==> src/hdl/itbd_pkg.sv <==
`timescale 1ns / 1ps
// ----------------------------------------------------------------------------
// itbd_pkg
// Shared widths, register indexes and job types of the base digit converter.
// ----------------------------------------------------------------------------
package itbd_pkg;

  localparam int RADIX_W        = 9;
  localparam int LIMIT_W        = 6;
  localparam int LIM_W          = LIMIT_W + 1;
  localparam int DIGIT_W        = 8;
  localparam int CFG_IDX_W      = 8;
  localparam int CFG_DATA_W     = 9;
  localparam int DIV_STEPS      = 8;
  localparam int MAX_DIGITS_DEF = 32;
  localparam int VALUE_BITS_DEF = 31;

  localparam logic [CFG_IDX_W-1:0] REG_RADIX = CFG_IDX_W'(0);
  localparam logic [CFG_IDX_W-1:0] REG_LIMIT = CFG_IDX_W'(1);

  localparam logic [RADIX_W-1:0] RADIX_RESET = RADIX_W'(10);
  localparam logic [LIMIT_W-1:0] LIMIT_RESET = LIMIT_W'(8);
  localparam logic [RADIX_W-1:0] RADIX_MIN   = RADIX_W'(2);
  localparam logic [RADIX_W-1:0] RADIX_MAX   = RADIX_W'(256);

  // per-request settings snapshot taken at acceptance
  typedef struct packed {
    logic [RADIX_W-1:0] radix;
    logic [LIM_W-1:0]   limit;
  } job_cfg_t;

  function automatic logic [RADIX_W-1:0] eff_radix(input logic [RADIX_W-1:0] r);
    logic [RADIX_W-1:0] res;
    if (r < RADIX_MIN) begin
      res = RADIX_MIN;
    end else if (r > RADIX_MAX) begin
      res = RADIX_MAX;
    end else begin
      res = r;
    end
    return res;
  endfunction

endpackage

==> src/hdl/itbd_if.sv <==
`timescale 1ns / 1ps
// ----------------------------------------------------------------------------
// itbd_if
// Valid/ready channel interfaces: value input, digit output, register write.
// ----------------------------------------------------------------------------
interface itbd_in_if import itbd_pkg::*; #(
  parameter int VALUE_BITS = VALUE_BITS_DEF
);
  logic                  valid;
  logic                  ready;
  logic [VALUE_BITS-1:0] value;

  modport source (output valid, output value, input ready);
  modport sink   (input valid, input value, output ready);
endinterface

interface itbd_out_if import itbd_pkg::*; ();
  logic               valid;
  logic               ready;
  logic [DIGIT_W-1:0] digit;
  logic               overflow;
  logic               last;

  modport source (output valid, output digit, output overflow, output last, input ready);
  modport sink   (input valid, input digit, input overflow, input last, output ready);
endinterface

interface itbd_cfg_if import itbd_pkg::*; ();
  logic                  valid;
  logic                  ready;
  logic [CFG_IDX_W-1:0]  index;
  logic [CFG_DATA_W-1:0] data;

  modport source (output valid, output index, output data, input ready);
  modport sink   (input valid, input index, input data, output ready);
endinterface

==> src/hdl/itbd_front.sv <==
`timescale 1ns / 1ps
// ----------------------------------------------------------------------------
// itbd_front
// Holds the settings registers and turns each accepted request into a job.
// ----------------------------------------------------------------------------
module itbd_front import itbd_pkg::*; #(
  parameter int VALUE_BITS = VALUE_BITS_DEF,
  parameter int MAX_DIGITS = MAX_DIGITS_DEF
) (
  input  logic                  clk,
  input  logic                  rst_n,
  itbd_in_if.sink               in_item,
  itbd_cfg_if.sink              cfg_wr,
  output logic                  push_valid,
  input  logic                  push_ready,
  output logic [VALUE_BITS-1:0] push_value,
  output job_cfg_t              push_cfg
);

  logic [RADIX_W-1:0] radix_r, radix_nxt;
  logic [LIMIT_W-1:0] limit_r, limit_nxt;
  logic [LIM_W-1:0]   lim_eff;

  assign cfg_wr.ready = 1'b1;

  always_comb begin
    radix_nxt = radix_r;
    limit_nxt = limit_r;
    if (cfg_wr.valid) begin
      case (cfg_wr.index)
        REG_RADIX: radix_nxt = cfg_wr.data[RADIX_W-1:0];
        REG_LIMIT: limit_nxt = cfg_wr.data[LIMIT_W-1:0];
        default:   ;
      endcase
    end
  end

  always_ff @(posedge clk) begin
    if (!rst_n) begin
      radix_r <= RADIX_RESET;
      limit_r <= LIMIT_RESET;
    end else begin
      radix_r <= radix_nxt;
      limit_r <= limit_nxt;
    end
  end

  always_comb begin
    if (limit_r == '0) begin
      lim_eff = LIM_W'(1);
    end else if ({1'b0, limit_r} > LIM_W'(MAX_DIGITS)) begin
      lim_eff = LIM_W'(MAX_DIGITS);
    end else begin
      lim_eff = {1'b0, limit_r};
    end
  end

  assign in_item.ready  = push_ready;
  assign push_valid     = in_item.valid;
  assign push_value     = in_item.value;
  assign push_cfg.radix = eff_radix(radix_r);
  assign push_cfg.limit = lim_eff;

endmodule

==> src/hdl/itbd_fifo.sv <==
`timescale 1ns / 1ps
// ----------------------------------------------------------------------------
// itbd_fifo
// Two-entry job queue between the front and the conversion engine.
// ----------------------------------------------------------------------------
module itbd_fifo import itbd_pkg::*; #(
  parameter int WIDTH = 8
) (
  input  logic             clk,
  input  logic             rst_n,
  input  logic             wr_valid,
  output logic             wr_ready,
  input  logic [WIDTH-1:0] wr_data,
  output logic             rd_valid,
  input  logic             rd_ready,
  output logic [WIDTH-1:0] rd_data
);

  logic [WIDTH-1:0] ent_r [2];
  logic             wp_r, wp_nxt;
  logic             rp_r, rp_nxt;
  logic [1:0]       cnt_r, cnt_nxt;
  logic             do_wr, do_rd;

  assign wr_ready = (cnt_r != 2'd2);
  assign rd_valid = (cnt_r != 2'd0);
  assign rd_data  = ent_r[rp_r];
  assign do_wr    = wr_valid && wr_ready;
  assign do_rd    = rd_valid && rd_ready;

  always_comb begin
    wp_nxt  = wp_r ^ do_wr;
    rp_nxt  = rp_r ^ do_rd;
    cnt_nxt = cnt_r + {1'b0, do_wr} - {1'b0, do_rd};
  end

  always_ff @(posedge clk) begin
    if (!rst_n) begin
      wp_r  <= 1'b0;
      rp_r  <= 1'b0;
      cnt_r <= 2'd0;
    end else begin
      wp_r  <= wp_nxt;
      rp_r  <= rp_nxt;
      cnt_r <= cnt_nxt;
    end
  end

  always_ff @(posedge clk) begin
    if (do_wr) begin
      ent_r[wp_r] <= wr_data;
    end
  end

endmodule

==> src/hdl/itbd_div.sv <==
`timescale 1ns / 1ps
// ----------------------------------------------------------------------------
// itbd_div
// Iterative divider by the radix, eight quotient bits per cycle.
// ----------------------------------------------------------------------------
module itbd_div import itbd_pkg::*; #(
  parameter int VALUE_BITS = VALUE_BITS_DEF
) (
  input  logic                  clk,
  input  logic                  rst_n,
  input  logic                  start,
  input  logic [VALUE_BITS-1:0] dividend,
  input  logic [RADIX_W-1:0]    divisor,
  output logic                  done,
  output logic [VALUE_BITS-1:0] quot,
  output logic [DIGIT_W-1:0]    rem
);

  localparam int CYC   = (VALUE_BITS + DIV_STEPS - 1) / DIV_STEPS;
  localparam int DIV_W = CYC * DIV_STEPS;
  localparam int CW    = $clog2(CYC + 1);

  logic               busy_r, busy_nxt;
  logic               done_r, done_nxt;
  logic [CW-1:0]      cnt_r, cnt_nxt;
  logic [DIV_W-1:0]   dvd_r, dvd_nxt;
  logic [DIGIT_W-1:0] rem_r, rem_nxt;
  logic [RADIX_W-1:0] d_r, d_nxt;
  logic [DIV_W-1:0]   dvd_v;
  logic [DIGIT_W-1:0] rem_v;
  logic [RADIX_W-1:0] r2;

  always_comb begin
    rem_v = rem_r;
    dvd_v = dvd_r;
    r2    = '0;
    for (int i = 0; i < DIV_STEPS; i++) begin
      r2    = {rem_v, dvd_v[DIV_W-1]};
      dvd_v = {dvd_v[DIV_W-2:0], 1'b0};
      if (r2 >= d_r) begin
        r2       = r2 - d_r;
        dvd_v[0] = 1'b1;
      end
      rem_v = r2[DIGIT_W-1:0];
    end
  end

  always_comb begin
    busy_nxt = busy_r;
    done_nxt = 1'b0;
    cnt_nxt  = cnt_r;
    dvd_nxt  = dvd_r;
    rem_nxt  = rem_r;
    d_nxt    = d_r;
    if (start) begin
      busy_nxt = 1'b1;
      cnt_nxt  = CW'(CYC);
      dvd_nxt  = DIV_W'(dividend);
      rem_nxt  = '0;
      d_nxt    = divisor;
    end else if (busy_r) begin
      dvd_nxt = dvd_v;
      rem_nxt = rem_v;
      cnt_nxt = cnt_r - 1'b1;
      if (cnt_r == CW'(1)) begin
        busy_nxt = 1'b0;
        done_nxt = 1'b1;
      end
    end
  end

  always_ff @(posedge clk) begin
    if (!rst_n) begin
      busy_r <= 1'b0;
      done_r <= 1'b0;
      cnt_r  <= '0;
    end else begin
      busy_r <= busy_nxt;
      done_r <= done_nxt;
      cnt_r  <= cnt_nxt;
    end
  end

  always_ff @(posedge clk) begin
    dvd_r <= dvd_nxt;
    rem_r <= rem_nxt;
    d_r   <= d_nxt;
  end

  assign done = done_r;
  assign quot = dvd_r[VALUE_BITS-1:0];
  assign rem  = rem_r;

endmodule

==> src/hdl/itbd_back.sv <==
`timescale 1ns / 1ps
// ----------------------------------------------------------------------------
// itbd_back
// Conversion engine: divides out the digits into a buffer, then emits them.
// ----------------------------------------------------------------------------
module itbd_back import itbd_pkg::*; #(
  parameter int VALUE_BITS = VALUE_BITS_DEF,
  parameter int MAX_DIGITS = MAX_DIGITS_DEF
) (
  input  logic                  clk,
  input  logic                  rst_n,
  input  logic                  job_valid,
  output logic                  job_ready,
  input  logic [VALUE_BITS-1:0] job_value,
  input  job_cfg_t              job_cfg,
  itbd_out_if.source            out_item
);

  localparam int CNT_W = $clog2(MAX_DIGITS + 1);
  localparam int AW    = (MAX_DIGITS > 1) ? $clog2(MAX_DIGITS) : 1;

  typedef enum logic [4:0] {
    S_IDLE   = 5'b00001,
    S_DSTART = 5'b00010,
    S_DWAIT  = 5'b00100,
    S_RD     = 5'b01000,
    S_OUT    = 5'b10000
  } state_t;

  state_t                state_r, state_nxt;
  logic [VALUE_BITS-1:0] q_r, q_nxt;
  logic [RADIX_W-1:0]    b_r, b_nxt;
  logic [CNT_W-1:0]      lim_r, lim_nxt;
  logic [CNT_W-1:0]      k_r, k_nxt;
  logic [CNT_W-1:0]      nd_r, nd_nxt;
  logic [CNT_W-1:0]      e_r, e_nxt;
  logic                  too_long_r, too_long_nxt;
  logic                  out_valid_r, out_valid_nxt;
  logic [DIGIT_W-1:0]    out_digit_r, out_digit_nxt;
  logic                  out_ovf_r, out_ovf_nxt;
  logic                  out_last_r, out_last_nxt;
  logic [DIGIT_W-1:0]    mem [MAX_DIGITS];
  logic [DIGIT_W-1:0]    rd_data_r;
  logic                  div_start, div_done;
  logic [VALUE_BITS-1:0] div_quot;
  logic [DIGIT_W-1:0]    div_rem;
  logic                  k_end, e_end, load;

  itbd_div #(.VALUE_BITS(VALUE_BITS)) u_div (
    .clk      (clk),
    .rst_n    (rst_n),
    .start    (div_start),
    .dividend (q_r),
    .divisor  (b_r),
    .done     (div_done),
    .quot     (div_quot),
    .rem      (div_rem)
  );

  assign job_ready = (state_r == S_IDLE);
  assign div_start = (state_r == S_DSTART);
  assign k_end     = (CNT_W'(k_r + 1'b1) == lim_r);
  assign e_end     = (CNT_W'(e_r + 1'b1) == lim_r);
  assign load      = (state_r == S_OUT) && (!out_valid_r || out_item.ready);

  always_comb begin
    state_nxt     = state_r;
    q_nxt         = q_r;
    b_nxt         = b_r;
    lim_nxt       = lim_r;
    k_nxt         = k_r;
    nd_nxt        = nd_r;
    e_nxt         = e_r;
    too_long_nxt  = too_long_r;
    out_valid_nxt = out_valid_r && !out_item.ready;
    out_digit_nxt = out_digit_r;
    out_ovf_nxt   = out_ovf_r;
    out_last_nxt  = out_last_r;
    case (state_r)
      S_IDLE: begin
        if (job_valid) begin
          q_nxt     = job_value;
          b_nxt     = job_cfg.radix;
          lim_nxt   = CNT_W'(job_cfg.limit);
          k_nxt     = '0;
          state_nxt = S_DSTART;
        end
      end
      S_DSTART: begin
        state_nxt = S_DWAIT;
      end
      S_DWAIT: begin
        if (div_done) begin
          q_nxt = div_quot;
          k_nxt = CNT_W'(k_r + 1'b1);
          if (k_end || div_quot == '0) begin
            nd_nxt       = CNT_W'(k_r + 1'b1);
            too_long_nxt = (div_quot != '0);
            e_nxt        = '0;
            state_nxt    = S_RD;
          end else begin
            state_nxt = S_DSTART;
          end
        end
      end
      S_RD: begin
        state_nxt = S_OUT;
      end
      S_OUT: begin
        if (load) begin
          out_valid_nxt = 1'b1;
          out_digit_nxt = (too_long_r || e_r >= nd_r) ? '0 : rd_data_r;
          out_ovf_nxt   = too_long_r;
          out_last_nxt  = e_end;
          e_nxt         = CNT_W'(e_r + 1'b1);
          state_nxt     = e_end ? S_IDLE : S_RD;
        end
      end
      default: begin
        state_nxt = S_IDLE;
      end
    endcase
  end

  always_ff @(posedge clk) begin
    if (!rst_n) begin
      state_r     <= S_IDLE;
      out_valid_r <= 1'b0;
      k_r         <= '0;
      e_r         <= '0;
      nd_r        <= '0;
      lim_r       <= CNT_W'(1);
      too_long_r  <= 1'b0;
    end else begin
      state_r     <= state_nxt;
      out_valid_r <= out_valid_nxt;
      k_r         <= k_nxt;
      e_r         <= e_nxt;
      nd_r        <= nd_nxt;
      lim_r       <= lim_nxt;
      too_long_r  <= too_long_nxt;
    end
  end

  always_ff @(posedge clk) begin
    q_r         <= q_nxt;
    b_r         <= b_nxt;
    out_digit_r <= out_digit_nxt;
    out_ovf_r   <= out_ovf_nxt;
    out_last_r  <= out_last_nxt;
  end

  // digit buffer
  always_ff @(posedge clk) begin
    if (state_r == S_DWAIT && div_done) begin
      mem[k_r[AW-1:0]] <= div_rem;
    end
    rd_data_r <= mem[e_r[AW-1:0]];
  end

  assign out_item.valid    = out_valid_r;
  assign out_item.digit    = out_digit_r;
  assign out_item.overflow = out_ovf_r;
  assign out_item.last     = out_last_r;

  a_div_in_range: assert property (@(posedge clk) disable iff (!rst_n)
    (state_r == S_DWAIT) |-> (k_r < lim_r))
    else $error("division index past digit limit");

  a_emit_in_range: assert property (@(posedge clk) disable iff (!rst_n)
    (state_r == S_OUT || state_r == S_RD) |-> (e_r < lim_r && nd_r <= lim_r))
    else $error("emit index past digit limit");

  a_last_ends_job: assert property (@(posedge clk) disable iff (!rst_n)
    (load && e_end) |=> (state_r == S_IDLE && out_item.last))
    else $error("final digit did not end the request");

  a_no_start_busy: assert property (@(posedge clk) disable iff (!rst_n)
    div_start |=> (state_r == S_DWAIT && !div_done))
    else $error("divider start not followed by wait");

endmodule

==> src/hdl/integer_to_base_digits.sv <==
`timescale 1ns / 1ps
// ----------------------------------------------------------------------------
// integer_to_base_digits
// Writes a non-negative integer as base-radix digits, least significant first.
//
// channels: in_item carries value; out_item carries digit, overflow and last;
// cfg_wr writes radix (index 0) or digit_limit (index 1), other indexes are
// dropped. cfg_wr is always ready; the user writes it only while the block is
// idle, the block does not enforce it. each request yields exactly digit_limit
// results (limit 0 acts as 1, above MAX_DIGITS as MAX_DIGITS), last set on the
// final one; digits above the top significant one read zero, and a value
// needing more than digit_limit digits gives all-zero digits with overflow set.
// a two-entry queue takes requests while the engine is busy. per request: one
// division per significant digit, up to the limit, by the radix divider
// (S_DSTART, S_DWAIT), then each result is read from the digit buffer (S_RD)
// and offered on out_item (S_OUT).
// reset: radix 10, digit_limit 8, queue and engine empty.
// a stalled receiver holds the current result; the engine waits for it.
// ----------------------------------------------------------------------------
module integer_to_base_digits import itbd_pkg::*; #(
  parameter int VALUE_BITS = VALUE_BITS_DEF,
  parameter int MAX_DIGITS = MAX_DIGITS_DEF
) (
  input  logic        clk,
  input  logic        rst_n,
  itbd_in_if.sink     in_item,
  itbd_out_if.source  out_item,
  itbd_cfg_if.sink    cfg_wr
);

  localparam int JOB_W = VALUE_BITS + $bits(job_cfg_t);

  logic                  push_valid, push_ready;
  logic [VALUE_BITS-1:0] push_value;
  job_cfg_t              push_cfg;
  logic                  job_valid, job_ready;
  logic [JOB_W-1:0]      job_data;
  logic [VALUE_BITS-1:0] job_value;
  job_cfg_t              job_cfg;

  itbd_front #(.VALUE_BITS(VALUE_BITS), .MAX_DIGITS(MAX_DIGITS)) u_front (
    .clk        (clk),
    .rst_n      (rst_n),
    .in_item    (in_item),
    .cfg_wr     (cfg_wr),
    .push_valid (push_valid),
    .push_ready (push_ready),
    .push_value (push_value),
    .push_cfg   (push_cfg)
  );

  itbd_fifo #(.WIDTH(JOB_W)) u_fifo (
    .clk      (clk),
    .rst_n    (rst_n),
    .wr_valid (push_valid),
    .wr_ready (push_ready),
    .wr_data  ({push_value, push_cfg}),
    .rd_valid (job_valid),
    .rd_ready (job_ready),
    .rd_data  (job_data)
  );

  assign job_value = job_data[JOB_W-1 -: VALUE_BITS];
  assign job_cfg   = job_cfg_t'(job_data[$bits(job_cfg_t)-1:0]);

  itbd_back #(.VALUE_BITS(VALUE_BITS), .MAX_DIGITS(MAX_DIGITS)) u_back (
    .clk       (clk),
    .rst_n     (rst_n),
    .job_valid (job_valid),
    .job_ready (job_ready),
    .job_value (job_value),
    .job_cfg   (job_cfg),
    .out_item  (out_item)
  );

endmodule
==> src/flat_wrapper.sv <==
// flat-port wrapper written by rule: the top's interface ports become plain ports
module integer_to_base_digits_flat import itbd_pkg::*;
#(
  parameter int VALUE_BITS = VALUE_BITS_DEF,
  parameter int MAX_DIGITS = MAX_DIGITS_DEF
)
  (clk, rst_n, in_item_valid, in_item_value, in_item_ready, out_item_valid, out_item_digit, out_item_overflow, out_item_last, out_item_ready, cfg_wr_valid, cfg_wr_index, cfg_wr_data, cfg_wr_ready);
  itbd_in_if #(.VALUE_BITS(VALUE_BITS)) in_item_i ();
  itbd_out_if out_item_i ();
  itbd_cfg_if cfg_wr_i ();
  input  logic clk;
  input  logic rst_n;
  input wire logic [$bits(in_item_i.valid)-1:0] in_item_valid;
  input wire logic [$bits(in_item_i.value)-1:0] in_item_value;
  output wire logic [$bits(in_item_i.ready)-1:0] in_item_ready;
  output wire logic [$bits(out_item_i.valid)-1:0] out_item_valid;
  output wire logic [$bits(out_item_i.digit)-1:0] out_item_digit;
  output wire logic [$bits(out_item_i.overflow)-1:0] out_item_overflow;
  output wire logic [$bits(out_item_i.last)-1:0] out_item_last;
  input wire logic [$bits(out_item_i.ready)-1:0] out_item_ready;
  input wire logic [$bits(cfg_wr_i.valid)-1:0] cfg_wr_valid;
  input wire logic [$bits(cfg_wr_i.index)-1:0] cfg_wr_index;
  input wire logic [$bits(cfg_wr_i.data)-1:0] cfg_wr_data;
  output wire logic [$bits(cfg_wr_i.ready)-1:0] cfg_wr_ready;
  assign in_item_i.valid = in_item_valid;
  assign in_item_i.value = in_item_value;
  assign in_item_ready = in_item_i.ready;
  assign out_item_valid = out_item_i.valid;
  assign out_item_digit = out_item_i.digit;
  assign out_item_overflow = out_item_i.overflow;
  assign out_item_last = out_item_i.last;
  assign out_item_i.ready = out_item_ready;
  assign cfg_wr_i.valid = cfg_wr_valid;
  assign cfg_wr_i.index = cfg_wr_index;
  assign cfg_wr_i.data = cfg_wr_data;
  assign cfg_wr_ready = cfg_wr_i.ready;
  integer_to_base_digits #(.VALUE_BITS(VALUE_BITS), .MAX_DIGITS(MAX_DIGITS)) u_core (.clk(clk), .rst_n(rst_n), .in_item(in_item_i), .out_item(out_item_i), .cfg_wr(cfg_wr_i));
endmodule
==> config.mk <==
export PLATFORM = sky130hd
export DESIGN_NAME = integer_to_base_digits_flat
export DESIGN_NICKNAME = d
export VERILOG_FILES = /design/src/hdl/itbd_pkg.sv /design/src/hdl/itbd_if.sv /design/src/hdl/itbd_front.sv /design/src/hdl/itbd_fifo.sv /design/src/hdl/itbd_div.sv /design/src/hdl/itbd_back.sv /design/src/hdl/integer_to_base_digits.sv /design/src/flat_wrapper.sv
export SDC_FILE = /design/constraint.sdc
export NUM_CORES = 1
export LEC_CHECK = 0
export ABC_AREA = 1
export BUFFER_PORTS_ARGS = -buffer_cell sky130_fd_sc_hd__buf_2
export CORE_MARGIN = 5
export CORE_UTILIZATION = 35
export CTS_BUF_LIST = sky130_fd_sc_hd__clkbuf_8 sky130_fd_sc_hd__clkbuf_16
export DETAILED_ROUTE_END_ITERATION = 10
export RECOVER_POWER = 50
export SYNTH_ARGS = -nofsm -noshare
export SYNTH_HDL_FRONTEND = slang
export SYNTH_SLANG_ARGS = --single-unit
export TNS_END_PERCENT = 30
==> constraint.sdc <==
create_clock -name clk -period 11 [get_ports clk]
set_clock_uncertainty 0.15 [all_clocks]
set_input_delay 2.2 -clock clk [delete_from_list [all_inputs] [get_ports clk]]
set_output_delay 2.2 -clock clk [all_outputs]
set_load 0.02 [all_outputs]
==> impl_metrics.py, run 1 <==
metrics = {
    "status": {
        "status": "finished, violations left",
        "violations": "capacitance limit, slew limit, setup timing",
    },
    "finish": {
        "postLayoutCoreUtil_pct": 43.80,
        "fill_cells": 6220,
        "area_growth_pct": 24.62,
        "n_antenna_cell": 0,
        "nNetsFinal": 2711,
        "drive_gt1_share_pct": 25.04,
    },
    "cts": {
        "clk-insertion-delay-late_ns": 0.60,
        "h-tree-depth": 2,
        "ctsHoldBuffers": 0,
        "cts_buffers": 49,
        "clock-root-buffer": "clkbuf_16",
        "cts.clk_slew.worst_paths_ns": 0.07,
        "clock_path_buffers": 3,
        "cts_tree": "done",
        "cts_sinks": 511,
    },
    "setup_path": {
        "crit_arrival_ns": 11.46,
        "crit_path_frequent_cell": "ha_4",
        "startpoint": "u_core.u_back.u_div.d_r[0]",
        "worstPathMaxFanout": 8,
        "end_kind": "register",
        "required_ns": 11.32,
        "worst-path-buf-inv": 17,
        "slowest_stage": "edfxtp_1",
        "worst_setup_path_start_kind": "register",
        "r2r-start": "u_core.u_back.u_div.d_r[0]",
        "path_class": "reg -> reg",
        "path_delay_family": "simple AND/OR/NAND/NOR gates",
        "max_stage_delay_ns": 0.41,
    },
    "timing": {
        "finalSetupTns_ns": -0.9067,
        "worst_pin_slew_ns": 3.374,
        "holdWs_ns": 0.2706,
        "rsz0062_at_grt": "true",
        "layout_setup_ws_ns": -0.1361,
        "slew_headroom_pct": -125.0,
        "fin_crit_ns": 11.14,
        "hold_viol_final": 0,
        "fmax_mhz": 89.80,
        "setup_viol": 9,
        "finalCritPeriodShare_pct": 101.2,
        "slew_violations": 118,
    },
    "floorplanning": {
        "die-area_sq_um": 73970,
        "rows": 96,
        "die-width_microns": 272.0,
        "dieHeight_microns": 272.0,
        "ioPinCount": 66,
        "core_area_sq_um": 68350,
        "start_util_pct": 35.14,
    },
    "yosys": {
        "postSynthAreaPerCell_sq_um": 10.52,
        "syn_inst": 2284,
        "syn-num-nets": 2434,
        "synth_edf_count": 438,
        "yosys-top-cells-area": "edfxtp_1, dfxtp_1, o21ai_0",
        "synth_seq_area_share_pct": 60.84,
        "synth-async-reset-ratio_pct": 0,
        "yosys.area.top_type": "edfxtp_1",
        "synthesis.yosys.warnings": 0,
        "ys.flop_type": "edfxtp_1",
        "synth_most_common_cell": "edfxtp_1",
        "yosysUniqueCellTypes": 56,
        "synth_top_area_share_pct": 54.76,
        "synth_common_cells": "edfxtp_1, nand2_1, o21ai_0, nor2_1, inv_1",
        "syn_area_sq_um": 24020,
        "synth_seq_cells": 511,
    },
    "placement": {
        "io_buffer_count": 64,
        "pre_cts_ws_ns": -0.6353,
        "gp_congestion": 0.8801,
        "dp_hpwl_microns": 37830,
    },
    "routing": {
        "postRouteAntennaNets": 0,
        "vias": 17610,
        "wl_per_cell_microns": 17.33,
        "post-route-drc-count": 0,
        "routed_wl_microns": 60340,
        "drt_iter0_drc": 1301,
        "dr.pass1.iters": 5,
        "routed_via_density": 5.057,
    },
    "global_routing": {
        "grt_max_degree": 85,
        "antenna_found_initial": 0,
        "grt_overflow": 0,
        "grt_pass1_vias": 17415,
        "grt_pass1_wl_microns": 93640,
        "grt_use_total_pct": 15.58,
    },
    "min_path": {
        "min_from": "u_core.u_back.b_r[7]",
        "hp-class": "reg -> reg",
    },
    "run": {
        "cap_violations": 2,
    },
}
-- routing by layer --
metal	share of wire (%)	GRT usage (%)	routed length, microns	vias to the layer above
li1	-	-	-	8538
met5	0	0	0	-
met3	5.4	2.634	3266	111
met2	48	26.32	28950	483
met4	2.6	4.452	1554	0
met1	44	20.79	26560	8478
-- path summary, 6_finish.rpt --
| check | to | slack [ns] | cells after the start |
|---|---|---|---|
| worst min register to register | u_core.u_back.u_div.d_r[7] | 0.27 | 0 |
| worst max register to register | u_core.u_back.u_div.rem[3] | -0.14 | 76 |
| worst max-delay path | u_core.u_back.u_div.rem[3] | -0.14 | 76 |
| worst min-delay path | u_core.u_back.u_div.d_r[7] | 0.27 | 0 |
-- area by class of cell --
type / instances / area, sq um / share of cell area [%]
multi-input cells: 1441 / 9383 / 31.35
flip-flops and latches: 511 / 14630 / 48.86
inverters: 241 / 938.4 / 3.135
clock buffers: 52 / 1267 / 4.234
well taps: 882 / 1104 / 3.687
clock inverters: 38 / 371.6 / 1.241
repair inverters: 3 / 21.27 / 0.07106
repair buffers: 314 / 2223 / 7.428
-- flip-flops by register name, summed over array words and instances (netlist names), 2 cells and up, named ones only --
register,count
u_core.u_back.q_r,31
u_core.u_back.b_r,9
u_core.u_back.u_div.cnt_r,3
u_core.u_back.u_div.d_r,9
u_core.u_back.out_item.digit,8
u_core.u_front.limit_r,6
u_core.u_back.u_div.dvd_r,32
u_core.u_back.e_r,6
u_core.u_back.k_r,6
u_core.u_back.mem,256
u_core.u_fifo.ent_r,92
u_core.u_back.u_div.rem,8
u_core.u_back.lim_r,6
u_core.u_back.nd_r,6
u_core.u_back.state_r,5
u_core.u_front.radix_r,9
u_core.u_fifo.cnt_r,2
u_core.u_back.rd_data_r,8
-- metrics by stage --
| stage | instances | instance area (sq um) |
|---|---|---|
| 5_1_grt | 3482 | 29930 |
| 2_1_floorplan | 2284 | 24110 |
| 6_report | 3482 | 29930 |
| 3_5_place_dp | 3315 | 26490 |
| 3_3_place_gp | 3315 | 26490 |
| 4_1_cts | 3450 | 29160 |
-- cell families (layout without fill, tap and decap cells) --
family                   Yosys count  count (layout)  share of synthesized area [%]
AND/OR/NAND/NOR                  724             724                          12.90
AO/OA/AOI/OAI                    554             554                          13.05
flip-flops                       511             511                          60.84
buffers and inverters            332             648                          5.371
adder cells (fa/ha/maj)           97              97                          5.303
XOR/XNOR                          55              55                          2.006
multiplexers                      10              10                         0.5157
other                              1               1                        0.01561
-- layout by cell type, fill, tap and decap left out, drive strengths merged, types with 5 or more instances in the layout --
cell    netlist  final
o211ai       38     38
nor4          9      9
a31oi         6      6
o31ai         6      6
xnor2        19     19
a21oi       104    104
o21a          6      6
mux2          9      9
inv         240    248
o22ai        78     78
nor2        269    269
buf          20    294
a211oi        7      7
edfxtp      438    438
nand3        56     56
nor3         19     19
or2          16     16
dfxtp        73     73
nand4        20     20
nand2       327    327
fa            8      8
xor2         36     36
clkinv        1     25
ha           89     89
nand3b        5      5
o21ai       297    297
clkbuf       71     72
bufinv        0      5
-- what timing repair did --
item / CTS / global route
resized for setup: 143 / 121
pin swaps: 69 / 77
gates cloned: 2 / 1
buffers inserted: 43 / 32
setup endpoints to repair: 9 / 10
Power of run 1 is not shown: default switching activity piles up to over one toggle a cycle in this logic, so the estimate is an artifact.
==> inputs of run 2 (changes only) <==
REMOVE_ABC_BUFFERS = 1   (was not set)
==> impl_metrics.py, run 2 (synthesis results as in run 1) <==
metrics = {
    "status": {
        "violations": "capacitance limit, slew limit, setup timing",
        "status": "finished, violations left",
    },
    "cts": {
        "cts_buffers": 55,
        "cts_sinks": 511,
        "cts_tree": "done",
        "ctsHoldBuffers": 0,
        "clk-insertion-delay-late_ns": 0.62,
        "h-tree-depth": 2,
        "clock_path_buffers": 3,
        "clock-root-buffer": "clkbuf_16",
        "cts.clk_slew.worst_paths_ns": 0.06,
    },
    "timing": {
        "finalCritPeriodShare_pct": 101.4,
        "hold_viol_final": 0,
        "slew_headroom_pct": -124.1,
        "rsz0062_at_grt": "true",
        "finalSetupTns_ns": -1.065,
        "fmax_mhz": 89.64,
        "setup_viol": 9,
        "worst_pin_slew_ns": 3.361,
        "fin_crit_ns": 11.16,
        "slew_violations": 153,
        "layout_setup_ws_ns": -0.1553,
    },
    "setup_path": {
        "worstPathMaxFanout": 34,
        "path_class": "reg -> reg",
        "worst_r2r_path_depth": 70,
        "r2r_slack_ns": -0.16,
        "max_stage_delay_ns": 1.19,
        "required_ns": 11.33,
        "slowest_stage": "clkbuf_1",
        "crit_path_frequent_cell": "nand2_1",
        "path_delay_family": "simple AND/OR/NAND/NOR gates",
        "end_kind": "register",
        "crit_cells": 70,
        "worst_setup_path_start_kind": "register",
        "r2r-start": "u_core.u_back.u_div.rem[3]",
        "crit_arrival_ns": 11.49,
        "r2r_end": "u_core.u_back.u_div.rem[0]",
        "worst-path-buf-inv": 14,
    },
    "routing": {
        "postRouteAntennaNets": 0,
        "post-route-drc-count": 0,
        "dr.pass1.iters": 7,
        "drt_iter0_drc": 1410,
        "vias": 17561,
        "routed_via_density": 5.025,
        "wl_per_cell_microns": 17.05,
        "routed_wl_microns": 59590,
    },
    "placement": {
        "pre_cts_ws_ns": -0.5280,
        "dp_hpwl_microns": 38200,
        "gp_congestion": 0.8913,
        "placed_area_sq_um": 26630,
        "io_buffer_count": 64,
    },
    "global_routing": {
        "antenna_found_initial": 0,
        "grt_max_degree": 95,
        "grt_pass1_wl_microns": 93430,
        "grt_overflow": 0,
        "grt_pass1_vias": 17483,
        "grt_use_total_pct": 15.56,
    },
    "finish": {
        "n_antenna_cell": 0,
        "largest_reg_flops": 256,
        "area_growth_pct": 24.05,
        "final_cell_mix": "edfxtp_1, nand2_1, nor2_1, o21ai_0, buf_4",
        "nNetsFinal": 2719,
        "drive_gt1_share_pct": 23.92,
        "postLayoutCoreUtil_pct": 43.59,
        "final_common_cell": "edfxtp_1",
        "fin_area_sq_um": 29790,
    },
    "min_path": {
        "min_from": "u_core.u_back.b_r[5]",
        "holdPathStages": 0,
        "hp-class": "reg -> reg",
        "min_to": "u_core.u_back.u_div.d_r[5]",
    },
    "floorplanning": {
        "ioPinCount": 66,
        "die-area_sq_um": 73970,
        "core_area_sq_um": 68350,
        "start_util_pct": 35.14,
        "die-width_microns": 272.0,
        "dieHeight_microns": 272.0,
        "rows": 96,
    },
    "run": {
        "cap_violations": 3,
    },
}
[run 2: cell types whose count changed in the layout (fill, tap and decap cells not counted), sizes merged]
cell      before  now
clkbuf        72   74
bufinv         5    3
inv          248  251
clkinvlp       4    3
clkinv        25   30
buf          294  300
[run 2: worst max path at each step]
stage | end | startpoint | slack, ns
floorplan | u_core.u_back.u_div.dvd_r[0] | u_core.u_back.u_div.d_r[1] | -0.47
global placement | u_core.u_back.u_div.rem[0] | u_core.u_back.u_div.dvd_r[31] | -0.21
detailed placement | u_core.u_back.u_div.rem[0] | u_core.u_back.u_div.dvd_r[31] | -0.53
CTS | u_core.u_back.u_div.rem[4] | u_core.u_back.u_div.dvd_r[31] | 0.008
global route | u_core.u_back.u_div.rem[0] | u_core.u_back.u_div.rem[3] | -0.91
finish | u_core.u_back.u_div.rem[0] | u_core.u_back.u_div.rem[3] | -0.16
[run 2: metal layers]
layer | wire [microns] | GRT usage (%) | vias up
met3 | 3450 | 2.740 | 99
met5 | 0 | 0 | -
met1 | 26570 | 21.43 | 8444
li1 | - | - | 8578
met4 | 1367 | 4.144 | 0
met2 | 28190 | 25.59 | 440
[run 2: cell type report]
type / instances / area [sq um]
Clock buffer: 58 / 1418
Clock inverter: 43 / 336.6
Fill cell: 6306 / 38550
Inverter: 241 / 935.9
Multi-Input combinational cell: 1441 / 9110
Sequential cell: 511 / 14620
Tap cell: 882 / 1104
Timing Repair Buffer: 316 / 2250
Timing Repair inverter: 3 / 21.27
[run 2: per-stage QoR]
stage	cells	hold slack, ns
6_report	3495	0.2698
5_1_grt	3495	0.2887
4_1_cts	3467	0.2654
3_5_place_dp	3346	0.2552
3_3_place_gp	3346	0.2575
2_1_floorplan	2193	0.2503
[run 2: timing repair]
action,in CTS,in global routing
gates cloned,2,1
buffers inserted,18,27
pin swaps,33,71
gates resized for setup,83,146
endpoints found under the setup margin,9,9
Power of run 2 is left out for the same reason.
